### src/dcpq_pkg.sv
package dcpq_pkg;

	localparam int unsigned TAG_BITS = 8;

	// operation codes
	localparam logic [1:0] OP_ENQ     = 2'd0;
	localparam logic [1:0] OP_DEQ     = 2'd1;
	localparam logic [1:0] OP_DEQ_ANY = 2'd2;

	// status codes
	localparam logic [1:0] ST_OK      = 2'd0;
	localparam logic [1:0] ST_FULL    = 2'd1;
	localparam logic [1:0] ST_NOTHING = 2'd2;

	typedef struct packed {
		logic [1:0]          operation;
		logic                queue_class;
		logic [TAG_BITS-1:0] tag_in;
	} req_word_t;

	typedef struct packed {
		logic [1:0]          status;
		logic [TAG_BITS-1:0] tag_out;
		logic                served_class;
	} rsp_word_t;

	typedef struct packed {
		logic push;
		logic pop;
	} fifo_ctl_t;

	typedef struct packed {
		logic full;
		logic empty;
	} fifo_sts_t;

endpackage

### src/dual_class_priority_queue_top.sv
// path: a request word accepted is held in the input register (word_s1); when the response side can
// advance, its result is loaded into the result register (rsp_q) and rsp_valid rises
// throughput: one operation per cycle; the input stalls only while a response word waits
// each queue's head slot is kept in a register refreshed every cycle at the next read pointer
// reset: arst_n clears pipeline valids, read pointers and fill counts, and sets
// the preferred class (pref_q) to class 1; slot memories are not cleared
module dual_class_priority_queue_top #(
	parameter int unsigned QUEUE_DEPTH = 16,
	parameter int unsigned TAG_WIDTH   = 8
) (
	input  logic                clk,
	input  logic                arst_n,
	input  logic                cfg_we,
	input  logic                cfg_data,
	input  logic                req_valid,
	output logic                req_stall,
	input  dcpq_pkg::req_word_t req,
	output logic                rsp_valid,
	input  logic                rsp_stall,
	output dcpq_pkg::rsp_word_t rsp
);

	localparam int unsigned TB     = dcpq_pkg::TAG_BITS;
	localparam int unsigned STORE_W = (TAG_WIDTH < TB) ? TAG_WIDTH : TB;
	localparam logic [TB-1:0] TagMask = (TAG_WIDTH >= TB) ? {TB{1'b1}} :
		TB'((64'd1 << TAG_WIDTH) - 64'd1);

	logic                pref_q;
	logic                valid_s1;
	dcpq_pkg::req_word_t word_s1;
	logic                rsp_valid_q;
	dcpq_pkg::rsp_word_t rsp_q;

	logic                advance;
	logic                do_step;
	dcpq_pkg::rsp_word_t result;

	dcpq_pkg::fifo_ctl_t ctl [2];
	dcpq_pkg::fifo_sts_t sts [2];
	logic [STORE_W-1:0]  head [2];

	assign advance   = !rsp_valid_q || !rsp_stall;
	assign do_step   = valid_s1 && advance;
	assign req_stall = valid_s1 && !advance;
	assign rsp_valid = rsp_valid_q;
	assign rsp       = rsp_q;

	for (genvar c = 0; c < 2; c++) begin : g_class
		dcpq_fifo #(
			.DEPTH(QUEUE_DEPTH),
			.WIDTH(STORE_W)
		) u_fifo (
			.clk   (clk),
			.arst_n(arst_n),
			.ctl   (ctl[c]),
			.wdata (word_s1.tag_in[STORE_W-1:0]),
			.head  (head[c]),
			.sts   (sts[c])
		);
	end

	always_comb begin
		logic cls;
		logic first;
		cls   = word_s1.queue_class;
		first = pref_q;
		for (int i = 0; i < 2; i++) begin
			ctl[i] = '0;
		end
		result.status       = dcpq_pkg::ST_NOTHING;
		result.tag_out      = '0;
		result.served_class = 1'b0;
		unique case (word_s1.operation)
			dcpq_pkg::OP_ENQ: begin
				result.served_class = cls;
				result.tag_out      = word_s1.tag_in & TagMask;
				if (sts[cls].full) begin
					result.status = dcpq_pkg::ST_FULL;
				end else begin
					result.status = dcpq_pkg::ST_OK;
					ctl[cls].push = do_step;
				end
			end
			dcpq_pkg::OP_DEQ: begin
				result.served_class = cls;
				if (!sts[cls].empty) begin
					result.status  = dcpq_pkg::ST_OK;
					result.tag_out = TB'(head[cls]);
					ctl[cls].pop   = do_step;
				end
			end
			dcpq_pkg::OP_DEQ_ANY: begin
				result.served_class = first;
				priority if (!sts[first].empty) begin
					result.status  = dcpq_pkg::ST_OK;
					result.tag_out = TB'(head[first]);
					ctl[first].pop = do_step;
				end else if (!sts[!first].empty) begin
					result.status       = dcpq_pkg::ST_OK;
					result.tag_out      = TB'(head[!first]);
					result.served_class = !first;
					ctl[!first].pop     = do_step;
				end else begin
					result.status = dcpq_pkg::ST_NOTHING;
				end
			end
			default: begin
				result.status = dcpq_pkg::ST_NOTHING;
			end
		endcase
	end

	always_ff @(posedge clk or negedge arst_n) begin
		if (!arst_n) begin
			pref_q      <= 1'b1;
			valid_s1    <= 1'b0;
			rsp_valid_q <= 1'b0;
		end else begin
			if (cfg_we) begin
				pref_q <= cfg_data;
			end
			if (!valid_s1 || advance) begin
				valid_s1 <= req_valid;
			end
			if (advance) begin
				rsp_valid_q <= valid_s1;
			end
		end
	end

	always_ff @(posedge clk) begin
		if (!valid_s1 || advance) begin
			word_s1 <= req;
		end
		if (do_step) begin
			rsp_q <= result;
		end
	end

endmodule

### src/dcpq_fifo.sv
module dcpq_fifo #(
	parameter int unsigned DEPTH = 16,
	parameter int unsigned WIDTH = 8
) (
	input  logic                clk,
	input  logic                arst_n,
	input  dcpq_pkg::fifo_ctl_t ctl,
	input  logic [WIDTH-1:0]    wdata,
	output logic [WIDTH-1:0]    head,
	output dcpq_pkg::fifo_sts_t sts
);

	localparam int unsigned AW = $clog2(DEPTH);
	localparam int unsigned FW = $clog2(DEPTH + 1);

	logic [WIDTH-1:0] mem [DEPTH];
	logic [WIDTH-1:0] head_q;
	logic [AW-1:0]    rd_q;
	logic [FW-1:0]    fill_q;

	logic [AW:0]   sum;
	logic [AW-1:0] wr_addr;
	logic [AW-1:0] rd_inc;
	logic [AW-1:0] rd_next;

	// tail slot: read pointer plus fill, wrapped once
	assign sum     = {1'b0, rd_q} + (AW + 1)'(fill_q);
	assign wr_addr = (sum >= (AW + 1)'(DEPTH)) ? AW'(sum - (AW + 1)'(DEPTH)) : sum[AW-1:0];
	assign rd_inc  = (rd_q == AW'(DEPTH - 1)) ? '0 : rd_q + 1'b1;
	assign rd_next = ctl.pop ? rd_inc : rd_q;

	assign sts.full  = (fill_q == FW'(DEPTH));
	assign sts.empty = (fill_q == '0);
	assign head      = head_q;

	always_ff @(posedge clk or negedge arst_n) begin
		if (!arst_n) begin
			rd_q   <= '0;
			fill_q <= '0;
		end else if (ctl.push) begin
			fill_q <= fill_q + 1'b1;
		end else if (ctl.pop) begin
			rd_q   <= rd_inc;
			fill_q <= fill_q - 1'b1;
		end
	end

	// head register always holds the slot at the read pointer; bypass the write
	// when a word lands right at the head (push into an empty queue)
	always_ff @(posedge clk) begin
		if (ctl.push) begin
			mem[wr_addr] <= wdata;
		end
		if (ctl.push && (wr_addr == rd_next)) begin
			head_q <= wdata;
		end else begin
			head_q <= mem[rd_next];
		end
	end

endmodule
### config.mk
export PLATFORM = sky130hd
export DESIGN_NAME = dual_class_priority_queue_top
export DESIGN_NICKNAME = d
export VERILOG_FILES = /design/src/dcpq_pkg.sv /design/src/dual_class_priority_queue_top.sv /design/src/dcpq_fifo.sv
export SDC_FILE = /design/constraint.sdc
export NUM_CORES = 1
export LEC_CHECK = 0
export BUFFER_PORTS_ARGS = -buffer_cell sky130_fd_sc_hd__buf_4
export CORE_MARGIN = 3
export CORE_UTILIZATION = 36
export CTS_CLUSTER_DIAMETER = 150
export CTS_CLUSTER_SIZE = 25
export DETAILED_ROUTE_END_ITERATION = 12
export PLACE_DENSITY = 0.57
export SYNTH_ARGS = -nofsm -noshare
export SYNTH_HDL_FRONTEND = slang
export SYNTH_HIERARCHICAL = 1
export SYNTH_SLANG_ARGS = --single-unit
### constraint.sdc
create_clock -name clk -period 7.1 [get_ports clk]
set_clock_uncertainty 0.2 [all_clocks]
set_input_delay 0.355 -clock clk [delete_from_list [all_inputs] [get_ports clk]]
set_output_delay 0.355 -clock clk [all_outputs]
set_load 0.01 [all_outputs]
=== Word-level counts from Yosys, hierarchy flattened ===
Memory sizes are Yosys's and may differ from the RTL's. A register that Yosys moved wholly into a read port is not among the register bits.
Cells that the tools add are included.

* Register bits after elaboration: 43
* Memory bits (writable): 256
* Output and inout bits: 13
* Memories: 2

* $add $sub $neg: 10
* $lt $le $gt $ge: 8
* Equal/unequal tests: 6
* Multiplexer cells: 53
* Bitwise logic cells: 7
* Reduce and logical (&&, ||, !) cells: 17

{| class="wikitable"
|+ Memories
! name !! words !! width !! read ports !! clocked after Yosys merged registers in !! write ports !! line !! source
|-
| g_class[0].u_fifo.mem || 16 || 8 || 1 || 1 || 1 || dcpq_fifo.sv:16 || <nowiki>logic [WIDTH-1:0] mem [DEPTH];</nowiki>
|-
| g_class[1].u_fifo.mem || 16 || 8 || 1 || 1 || 1 || dcpq_fifo.sv:16 ||
|}

{| class="wikitable"
|+ Operators by type and width
! kind !! count
|-
| 8-bit two-way mux || 9
|-
| 4-bit two-way mux || 10
|-
| 9-bit one-hot mux with 3 select lines || 1
|-
| 10-bit two-way mux || 2
|-
| 5-bit two-way mux || 4
|-
| 4-bit AND || 4
|-
| 1-bit two-way mux || 15
|-
| 4-bit one-hot mux with 3 select lines || 1
|-
| 4-bit by 5-bit adder with 5-bit output || 2
|-
| 5-bit by 1-bit adder with 5-bit output (second input constant) || 2
|-
| 5-bit == test (second input constant) || 2
|-
| 5-bit greater-or-equal comparator (second input constant) || 2
|-
| 5-bit logical NOT || 2
|-
| 2-bit two-way mux || 5
|-
| 5-bit by 1-bit subtractor with 5-bit output (second input constant) || 2
|-
| 9-bit two-way mux || 1
|-
| 4-bit by 1-bit adder with 4-bit output (second input constant) || 2
|-
| 2-bit demux with 1-bit select || 4
|-
| 4-bit == test (second input constant) || 2
|-
| 4-bit by 1-bit subtractor with 4-bit output (second input constant) || 2
|-
| 2-bit greater-or-equal comparator (second input constant) || 3
|-
| 2-bit by 1-bit less-than comparator with 1-bit output (second input constant) || 3
|-
| 1-bit inverter with 2-bit output || 3
|-
| 2-bit one-hot mux with 3 select lines || 1
|-
| 7 further kinds || 17
|}

=== Depth between registers and ports, before layout ===
Gate-level depths: netlist of run 1.

* Depth after elaboration: 12
* Mapped depth: 11

=== By module ===
The synthesis of run 1 kept the hierarchy.

{| class="wikitable"
|+ By module, submodules not included
! module !! instances !! cells each !! area an instance (µm²) !! seq. area each (µm²)
|-
| dcpq_fifo at g_class[0].u_fifo || 1 || 289 || 5743.0 || 4149.0
|-
| dcpq_fifo at g_class[1].u_fifo || 1 || 289 || 5719.2 || 4149.0
|-
| dual_class_priority_queue_top || 1 || 104 || 1346.3 || 737.0
|}

=== Worst setup path after synthesis of run 1 ===
Ideal clock, no wire load.

* Path type: register to register
* Start: reg rsp_valid_q, in the netlist rsp_valid
* End: reg g_class[0].u_fifo.fill_q[4]
* Library setup time: 80 ps
* Data arrival time: 2777 ps
* Setup slack: 4042 ps
* Cell stages (with the launch flop): 12
* Buffers on the path: 0
* Clock period less this slack: 3058 ps
* Cell sequence: dfrtp_1 -> nand2_1 -> nand2_1 -> inv_1 -> nand3_1 -> nor3_1 -> inv_1 -> fa_1 -> a21o_1 -> a21oi_1 -> mux2i_1 -> xnor2_1

{| class="wikitable"
|+ RTL lines
! element !! line !! source
|-
| start: declaration || dual_class_priority_queue_top.sv:31 || <nowiki>logic rsp_valid_q;</nowiki>
|-
| start signal: assignment || dual_class_priority_queue_top.sv:126 || <nowiki>rsp_valid_q <= valid_s1;</nowiki>
|-
| end signal: assignment || dcpq_fifo.sv:41 || <nowiki>fill_q <= fill_q + 1'b1;</nowiki>
|-
| end signal: assignment || dcpq_fifo.sv:44 || <nowiki>fill_q <= fill_q - 1'b1;</nowiki>
|-
| end: declaration || dcpq_fifo.sv:19 || <nowiki>logic [FW-1:0] fill_q;</nowiki>
|}

==> results of run 1 <==
-- layout make-up --
class,instances,area (µm²)
Fill cell,3071,20700
Sequential cell,307,9040
Multi-Input combinational cell,341,3510
Tap cell,455,569
Clock buffer,27,463
Timing Repair Buffer,56,460
Inverter,7,40.0
Clock inverter,1,20.0
-- stage by stage --
step                      utilization  cells  hold slack, ns
after floorplan                     -    682          -0.141
after global placement          0.387   1150          0.0552
after detailed placement        0.387   1150          0.0627
after CTS                       0.405   1194          0.0711
after global routing            0.405   1194           0.100
final                           0.405   1194          0.0795
-- power breakdown --
part	total, mW	switching (mW)	internal [mW]
Clock	1.00	0.545	0.459
Combinational	1.63	0.885	0.746
Sequential	2.28	0.163	2.12
Total	4.91	1.59	3.32
-- Yosys cell counts, drive strengths merged, types with 11 or more instances --
cell / instances
a22oi: 33
buf: 19
dfrtp: 20
edfxtp: 278
ha: 14
mux2: 13
mux2i: 20
mux4: 64
nand2: 30
nor2: 52
nor2b: 12
o21ai: 11
xnor2: 14
-- metal layers --
layer  vias up  track usage
met4         0       0.0322
met5         -            0
met3        42       0.0239
met2       191        0.235
li1       2844            -
met1      3329        0.193
-- flip-flops by register name (all words and copies together), names as in the netlist, named ones only --
signal,flops
g_class.u_fifo/mem,256
rsp,11
rsp_valid,1
word_s1,11
valid_s1,1
pref_q,1
g_class.u_fifo/fill_q,10
g_class.u_fifo/rd_q,8
-- critical path, cell delays in order --
cell	delay [ns]
dlygate4sd3_1	0.54
buf_4	0.14
nand2_1	0.07
nand2_1	0.09
inv_1	0.35
nand3_1	0.18
nor3_1	0.60
inv_1	0.32
or3_1	0.57
nor2_1	0.66
-- cell families after synthesis --
family | Yosys count
compound gates | 80
xor+xnor | 20
fa+ha+maj | 18
buf+inv | 34
flops | 307
mux | 97
simple gates | 126
-- worst paths after layout --
check                                              end      start  depth (start not counted)  slack [ns]
hold reg to reg                              rsp_valid   valid_s1                          1        0.31
setup reg to reg           g_class[0].u_fifo/mem[0][6]  rsp_valid                          8        3.26
setup / recovery           g_class[0].u_fifo/mem[0][6]  rsp_stall                         10        3.15
max in group asynchronous                       pref_q     arst_n                          2        6.34
hold / removal                               rsp_valid     arst_n                          2        0.08
min in group clk                             rsp_valid   valid_s1                          1        0.31
==> impl_metrics.env, run 1 <==
export IMPL_cts_htree_levels=1
export IMPL_numCtsBuffers=16
export IMPL_drtAntennaViolNets=0
export IMPL_antenna_found_initial=1
export IMPL_grt_overflow_total=0
export IMPL_leakagePower_nw=4.67
export IMPL_fin_ws_ns=3.15
export IMPL_num_antenna_cells=0
export IMPL_ctsRootBufferMaster="clkbuf_16"
export IMPL_drtIter0Drc=452
export IMPL_holdBufCountCts=16
export IMPL_final_common_cell="edfxtp_1"
export IMPL_wl_met1_um=11400
export IMPL_post_cts_setup_buffers=0
export IMPL_ys_async_sr_fraction=0.0684
export IMPL_power_mw=4.91
export IMPL_final_cell_mix="278 x edfxtp_1, 52 x nor2_1, 42 x mux4_2, 40 x buf_4, 33 x a22oi_1"
export IMPL_synth_adder_area_share=0.0199
export IMPL_hp_class="primary input to async pin"
export IMPL_rsz0062_at_grt="false"
export IMPL_routabilityCongestion=0.832
export IMPL_period_minus_slack_ns=3.95
export IMPL_critPathArrivalTime_ns=3.89
export IMPL_fin_setup_tns_ns=0
export IMPL_yosysTopAreaCellShare=0.652
export IMPL_run_status="finished clean"
export IMPL_grt_pass1_wl_um=41100
export IMPL_dieArea_um2=37900
export IMPL_fmax_mhz=253
export IMPL_crit_fanout=12
export IMPL_finalHoldViolCount=0
export IMPL_synthXorXnorAreaFrac=0.0137
export IMPL_slew_viol_final=0
export IMPL_routed_via_density=5.37
export IMPL_hpwl_um=17700
export IMPL_postSynthCellCount=682
export IMPL_cts_resized=0
export IMPL_dpl_instance_area_um2=13500
export IMPL_synthesis_area_um2=12800
export IMPL_cp_data_required_time_ns=7.04
export IMPL_cts_tree="built"
export IMPL_design_area_um2=14100
export IMPL_worstSetupPathType="primary input to flip-flop"
export IMPL_vias=6406
export IMPL_fin_nets=764
export IMPL_grt_max_degree=34
export IMPL_synth_simple_area_share=0.0457
export IMPL_ys_types=43
export IMPL_routed_wl_um=27100
export IMPL_fp_coreArea_um2=34800
export IMPL_setup_violations=0
export IMPL_end_kind="flip-flop"
export IMPL_maxCapViolations=0
export IMPL_relSlewSlack=0.400
export IMPL_initial_core_util=0.368
export IMPL_grt_pass1_vias=6695
export IMPL_cts_path_max_buffers=3
export IMPL_synth_edf_count=278
export IMPL_syn_nets=717
export IMPL_grt_usage=0.140
export IMPL_synth_flop_cell="edfxtp_1"
export IMPL_port_buffers=29
export IMPL_period_share=0.556
export IMPL_wl_per_cell_um=22.7
export IMPL_place_ws_ns=3.22
export IMPL_firstDrtPassIters=5
export IMPL_yosysSeqAreaShare=0.705
export IMPL_top_layer="met4"
export IMPL_worst_pin_slew_ns=0.895
export IMPL_routed_wl_met2_um=13500
export IMPL_synth_seq_cells=307
export IMPL_synth_compound_area_share=0.0484
export IMPL_powerDensity_nw_per_um2=349
export IMPL_route_met3_wl_um=1600
export IMPL_area_growth_syn_to_layout_pct=10.1
export IMPL_cts_sinks=307
export IMPL_synth_avg_cell_area_um2=18.8
export IMPL_ys_warn_count=6
export IMPL_core_rowCount=68
export IMPL_drc=0
export IMPL_die_width_um=195
export IMPL_clock_latency_ns=0.51
export IMPL_layout_drive_gt1_share=0.171
export IMPL_start_kind="primary input"
export IMPL_netlist_top_cell_by_area="edfxtp_1"
export IMPL_yosys_mux_area_fraction=0.146
export IMPL_io_pins=30
export IMPL_die_y_um=195
export IMPL_synth_top_family_by_area="multiplexers"
export IMPL_clk_pin_slew_worst_paths_ns=0.09
export IMPL_irDropWorstVdd_v=0.000195
export IMPL_synth_area_leaders="edfxtp_1 65%, mux4_2 7.4%, mux4_1 4.5%, dfrtp_1 3.9%, a22oi_1 1.9%"
(Power assumes the default switching activity.)
==> run 2, diff against run 1 <==
==> constraint.sdc (replaced) <==
create_clock -name clk -period 3.9 [get_ports clk]
set_clock_uncertainty 0.2 [all_clocks]
set_input_delay 0.195 -clock clk [delete_from_list [all_inputs] [get_ports clk]]
set_output_delay 0.195 -clock clk [all_outputs]
set_load 0.01 [all_outputs]
==> impl_metrics.env, run 2 (same netlist as run 1, synthesis figures left out) <==
export IMPL_critPathArrivalTime_ns=3.13
export IMPL_numCtsBuffers=16
export IMPL_period_share=0.817
export IMPL_rsz0062_at_grt="false"
export IMPL_die_y_um=195
export IMPL_dieArea_um2=37900
export IMPL_routed_wl_um=27000
export IMPL_ctsRootBufferMaster="clkbuf_16"
export IMPL_cts_resized=0
export IMPL_post_cts_setup_buffers=0
export IMPL_holdBufCountCts=18
export IMPL_routabilityCongestion=0.825
export IMPL_clock_latency_ns=0.51
export IMPL_max_flop_register="g_class.u_fifo/mem"
export IMPL_antenna_found_initial=0
export IMPL_cts_htree_levels=1
export IMPL_power_mw=9.01
export IMPL_hpwl_um=17900
export IMPL_num_antenna_cells=0
export IMPL_port_buffers=29
export IMPL_grt_pass1_wl_um=41300
export IMPL_io_pins=30
export IMPL_area_growth_syn_to_layout_pct=10.9
export IMPL_firstDrtPassIters=4
export IMPL_drtAntennaViolNets=0
export IMPL_worstSetupPathType="flip-flop to flip-flop"
export IMPL_crit_fanout=13
export IMPL_largest_register_ffs=256
export IMPL_fin_ws_ns=0.712
export IMPL_setup_violations=0
export IMPL_min_to="word_s1[2]"
export IMPL_fin_util=0.408
export IMPL_fp_coreArea_um2=34800
export IMPL_powerDensity_nw_per_um2=634
export IMPL_fin_setup_tns_ns=0
export IMPL_grt_pass1_vias=6731
export IMPL_fin_nets=776
export IMPL_final_common_cell="edfxtp_1"
export IMPL_rr_startpoint="word_s1[10]"
export IMPL_run_status="finished clean"
export IMPL_die_width_um=195
export IMPL_core_rowCount=68
export IMPL_start_kind="flip-flop"
export IMPL_period_minus_slack_ns=3.19
export IMPL_grt_overflow_total=0
export IMPL_hp_start="req[2]"
export IMPL_final_cell_mix="278 x edfxtp_1, 52 x nor2_1, 49 x buf_4, 42 x mux4_2, 33 x a22oi_1"
export IMPL_r2r_cells=7
export IMPL_grt_max_degree=34
export IMPL_place_ws_ns=0.719
export IMPL_drc=0
export IMPL_maxCapViolations=0
export IMPL_layout_drive_gt1_share=0.180
export IMPL_leakagePower_nw=4.73
export IMPL_wl_per_cell_um=22.3
export IMPL_cts_tree="built"
export IMPL_hp_class="primary input to flip-flop"
export IMPL_routed_via_density=5.27
export IMPL_fmax_mhz=314
export IMPL_cp_data_required_time_ns=3.84
export IMPL_cts_sinks=307
export IMPL_slew_viol_final=0
export IMPL_drtIter0Drc=437
export IMPL_cts_path_max_buffers=3
export IMPL_initial_core_util=0.368
export IMPL_grt_usage=0.141
export IMPL_finalHoldViolCount=0
export IMPL_r2r_slack_ns=0.71
export IMPL_r2r_end="g_class[0].u_fifo/mem[8][6]"
export IMPL_relSlewSlack=0.304
export IMPL_vias=6350
export IMPL_whs_path_depth=2
export IMPL_worst_pin_slew_ns=1.04
export IMPL_irDropWorstVdd_v=0.000319
export IMPL_end_kind="flip-flop"
export IMPL_clk_pin_slew_worst_paths_ns=0.10
## run 2: final cells by class
class                           instances  area (µm²)
Inverter                                7        40.0
Sequential cell                       307        9040
Tap cell                              455         569
Clock buffer                           27         463
Clock inverter                          1        20.0
Timing Repair Buffer                   68         568
Fill cell                            3069       20600
Multi-Input combinational cell        341        3510
## run 2: worst max path at each step
stage / slack, ns / start / endpoint
3_5_place_dp: 0.72 / word_s1[10] / g_class[0].u_fifo/mem[8][4]
3_3_place_gp: 0.82 / word_s1[10] / g_class[0].u_fifo/mem[8][6]
2_1_floorplan: 0.84 / rsp_valid / g_class[0].u_fifo/fill_q[4]
6_report: 0.71 / word_s1[10] / g_class[0].u_fifo/mem[8][6]
5_1_grt: 0.39 / g_class[1].u_fifo/fill_q[0] / g_class[0].u_fifo/rd_q[3]
4_1_cts: 0.66 / word_s1[10] / g_class[1].u_fifo/mem[0][2]
## run 2: per-stage QoR
| stage | area (µm²) | std cells | hold WS (ns) |
|---|---|---|---|
| floorplan | 12800 | 682 | -0.301 |
| global placement | 13500 | 1160 | -0.0963 |
| detailed placement | 13500 | 1160 | -0.0921 |
| CTS | 14200 | 1206 | 0.180 |
| global route | 14200 | 1206 | 0.185 |
| finish | 14200 | 1206 | 0.206 |
## run 2: routing by layer
layer,global-route usage,vias up,part of all wire
li1,-,2870,-
met1,0.194,3352,0.44
met2,0.247,100,0.52
met3,0.0189,28,0.032
met4,0.0215,0,0.014
met5,0,-,0
## run 2: critical path, stage by stage, from the launching register on
cell	delay, ns
edfxtp_1	0.59
bufinv_8	0.31
nand3_1	0.12
nor3_1	0.17
buf_4	0.18
inv_1	0.12
or3_1	0.51
nor2_1	0.61
## run 2: power by group
| part | internal, mW | total (mW) | switching [mW] |
|---|---|---|---|
| Combinational | 1.40 | 3.02 | 1.62 |
| Sequential | 3.85 | 4.16 | 0.312 |
| Clock | 0.835 | 1.83 | 0.992 |
==> run 3, diff against run 2 <==
--- a/config.mk
+++ b/config.mk
@@ -5,6 +5,7 @@
 export SDC_FILE = /design/constraint.sdc
 export NUM_CORES = 1
 export LEC_CHECK = 0
+export ABC_AREA = 1
 export BUFFER_PORTS_ARGS = -buffer_cell sky130_fd_sc_hd__buf_4
 export CORE_MARGIN = 3
 export CORE_UTILIZATION = 36
==> constraint.sdc (replaced) <==
create_clock -name clk -period 3.1 [get_ports clk]
set_clock_uncertainty 0.2 [all_clocks]
set_input_delay 0.155 -clock clk [delete_from_list [all_inputs] [get_ports clk]]
set_output_delay 0.155 -clock clk [all_outputs]
set_load 0.01 [all_outputs]
==> impl_metrics.env, run 3 <==
export IMPL_synth_top_family_by_area="simple AND/OR/NAND/NOR gates"
export IMPL_fin_cells=2055
export IMPL_fin_setup_tns_ns=0
export IMPL_largest_register_ffs=256
export IMPL_drtAntennaViolNets=0
export IMPL_irDropWorstVdd_v=0.000380
export IMPL_run_status="finished clean"
export IMPL_fillCellCount=3768
export IMPL_final_cell_mix="465 x nand2_1, 278 x edfxtp_1, 245 x nand3_1, 236 x inv_1, 82 x buf_4"
export IMPL_period_share=0.891
export IMPL_period_minus_slack_ns=2.76
export IMPL_maxCapViolations=0
export IMPL_powerDensity_nw_per_um2=779
export IMPL_yosys_top_cells_count="465 x nand2_1, 278 x edfxtp_1, 245 x nand3_1, 236 x inv_1, 43 x nor2_1"
export IMPL_ys_warn_count=6
export IMPL_dieArea_um2=42000
export IMPL_hp_class="primary input to flip-flop"
export IMPL_synthMostInstantiatedCell="nand2_1"
export IMPL_drtIter0Drc=748
export IMPL_cts_path_max_buffers=3
export IMPL_fin_util=0.408
export IMPL_cts_resized=0
export IMPL_grt_pass1_wl_um=53800
export IMPL_routed_wl_um=34300
export IMPL_holdBufCountCts=19
export IMPL_slew_viol_final=0
export IMPL_area_growth_syn_to_layout_pct=11.2
export IMPL_wl_per_cell_um=16.7
export IMPL_initial_core_util=0.367
export IMPL_cts_htree_levels=1
export IMPL_layout_drive_gt1_share=0.0807
export IMPL_worst_pin_slew_ns=1.02
export IMPL_cts_tree="built"
export IMPL_netlist_top_cell_by_area="edfxtp_1"
export IMPL_clock_latency_ns=0.52
export IMPL_ys_types=35
export IMPL_antenna_found_initial=0
export IMPL_routed_via_density=4.78
export IMPL_cp_data_required_time_ns=3.28
export IMPL_synth_edf_count=278
export IMPL_hold_ws_ns=0.176
export IMPL_firstDrtPassIters=6
export IMPL_yosys_mux_area_fraction=0
export IMPL_synthesis_area_um2=14200
export IMPL_place_inst=2008
export IMPL_worstSetupPathType="flip-flop to flip-flop"
export IMPL_routabilityCongestion=0.866
export IMPL_final_common_cell="nand2_1"
export IMPL_synth_compound_area_share=0.0213
export IMPL_num_antenna_cells=0
export IMPL_hpwl_um=22400
export IMPL_postSynthCellCount=1460
export IMPL_design_area_um2=15800
export IMPL_ys_async_sr_fraction=0.0684
export IMPL_grt_usage=0.164
export IMPL_end_kind="flip-flop"
export IMPL_max_flop_register="g_class.u_fifo/mem"
export IMPL_fp_coreArea_um2=38800
export IMPL_drc=0
export IMPL_die_y_um=205
export IMPL_die_width_um=205
export IMPL_numCtsBuffers=16
export IMPL_synth_adder_area_share=0.0179
export IMPL_crit_fanout=6
export IMPL_synth_simple_area_share=0.229
export IMPL_power_mw=12.3
export IMPL_fin_ws_ns=0.337
export IMPL_clk_pin_slew_worst_paths_ns=0.10
export IMPL_synth_avg_cell_area_um2=9.76
export IMPL_start_kind="flip-flop"
export IMPL_cts_sinks=307
export IMPL_grt_overflow_total=0
export IMPL_vias=9819
export IMPL_relSlewSlack=0.320
export IMPL_yosysSeqAreaShare=0.634
export IMPL_setup_violations=0
export IMPL_grt_pass1_vias=9337
export IMPL_ctsRootBufferMaster="clkbuf_16"
export IMPL_io_pins=30
export IMPL_core_rowCount=72
export IMPL_rsz0062_at_grt="false"
export IMPL_synthXorXnorAreaFrac=0.00492
export IMPL_fin_nets=1562
export IMPL_place_ws_ns=0.336
export IMPL_fmax_mhz=362
export IMPL_leakagePower_nw=6.84
export IMPL_critPathArrivalTime_ns=2.95
export IMPL_dpl_instance_area_um2=15200
export IMPL_syn_nets=1495
export IMPL_synth_seq_cells=307
export IMPL_port_buffers=29
export IMPL_post_cts_setup_buffers=0
export IMPL_finalHoldViolCount=0
export IMPL_grt_max_degree=65
export IMPL_synth_area_leaders="edfxtp_1 59%, nand2_1 12%, nand3_1 8.6%, inv_1 6.2%, dfrtp_1 3.5%"
export IMPL_synth_flop_cell="edfxtp_1"
export IMPL_yosysTopAreaCellShare=0.586
-- run 3: worst paths after layout --
kind | from | endpoint | slack, ns | cells after the start
min in group asynchronous | arst_n | pref_q | 0.44 | 3
max reg2reg | g_class[0].u_fifo/fill_q[1] | g_class[0].u_fifo/fill_q[4] | 0.34 | 14
max in group asynchronous | arst_n | g_class[0].u_fifo/fill_q[4] | 0.82 | 4
min | req[3] | word_s1[3] | 0.18 | 2
max | g_class[0].u_fifo/fill_q[1] | g_class[0].u_fifo/fill_q[4] | 0.34 | 14
min reg2reg | valid_s1 | rsp_valid | 0.29 | 2
-- run 3: cell type report --
class / count / area (µm²) / area share
sequential: 307 / 9040 / 0.570
multi-input combinational: 853 / 3880 / 0.245
inverter: 245 / 925 / 0.0584
timing repair buffer: 104 / 866 / 0.0546
tap: 518 / 648 / 0.0409
clock buffer: 27 / 463 / 0.0292
clock inverter: 1 / 20.0 / 0.00126
-- run 3: logic make-up (layout without fill, tap and decap cells) --
logic type | Yosys count | count (layout)
adders and majority gates | 18 | 18
and+or+nand+nor | 769 | 769
buffers and inverters | 300 | 377
DFF | 307 | 307
xor gates and xnor gates | 8 | 8
AOI/OAI and AO/OA | 58 | 58
-- run 3: report_power, final --
part,internal [mW],leakage (nW),switching (mW)
logic,1.54,3.76,3.37
clock network,1.05,0.231,1.30
registers,4.83,2.84,0.260
-- run 3: critical path, cell delays in order, from the launching register on --
cell and delay, ns:
dfrtp_1 0.48, nor2_1 0.08, nand3_1 0.10, nor2_1 0.05, nand2_1 0.08, nand2_1 0.07, nor3_1 0.40, inv_1 0.25
fa_1 0.49, nand3_1 0.13, nand2_1 0.07, nand2_1 0.08, nand2_1 0.06, nand2_1 0.05, nand2_1 0.04
-- run 3: per-layer routing --
metal	track usage	wire (µm)	share of wire	vias to the layer above
li1	-	-	-	4859
met1	0.248	16200	0.47	4612
met2	0.257	15300	0.45	302
met3	0.0157	1960	0.057	46
met4	0.0393	810	0.024	0
met5	0	0	0	-
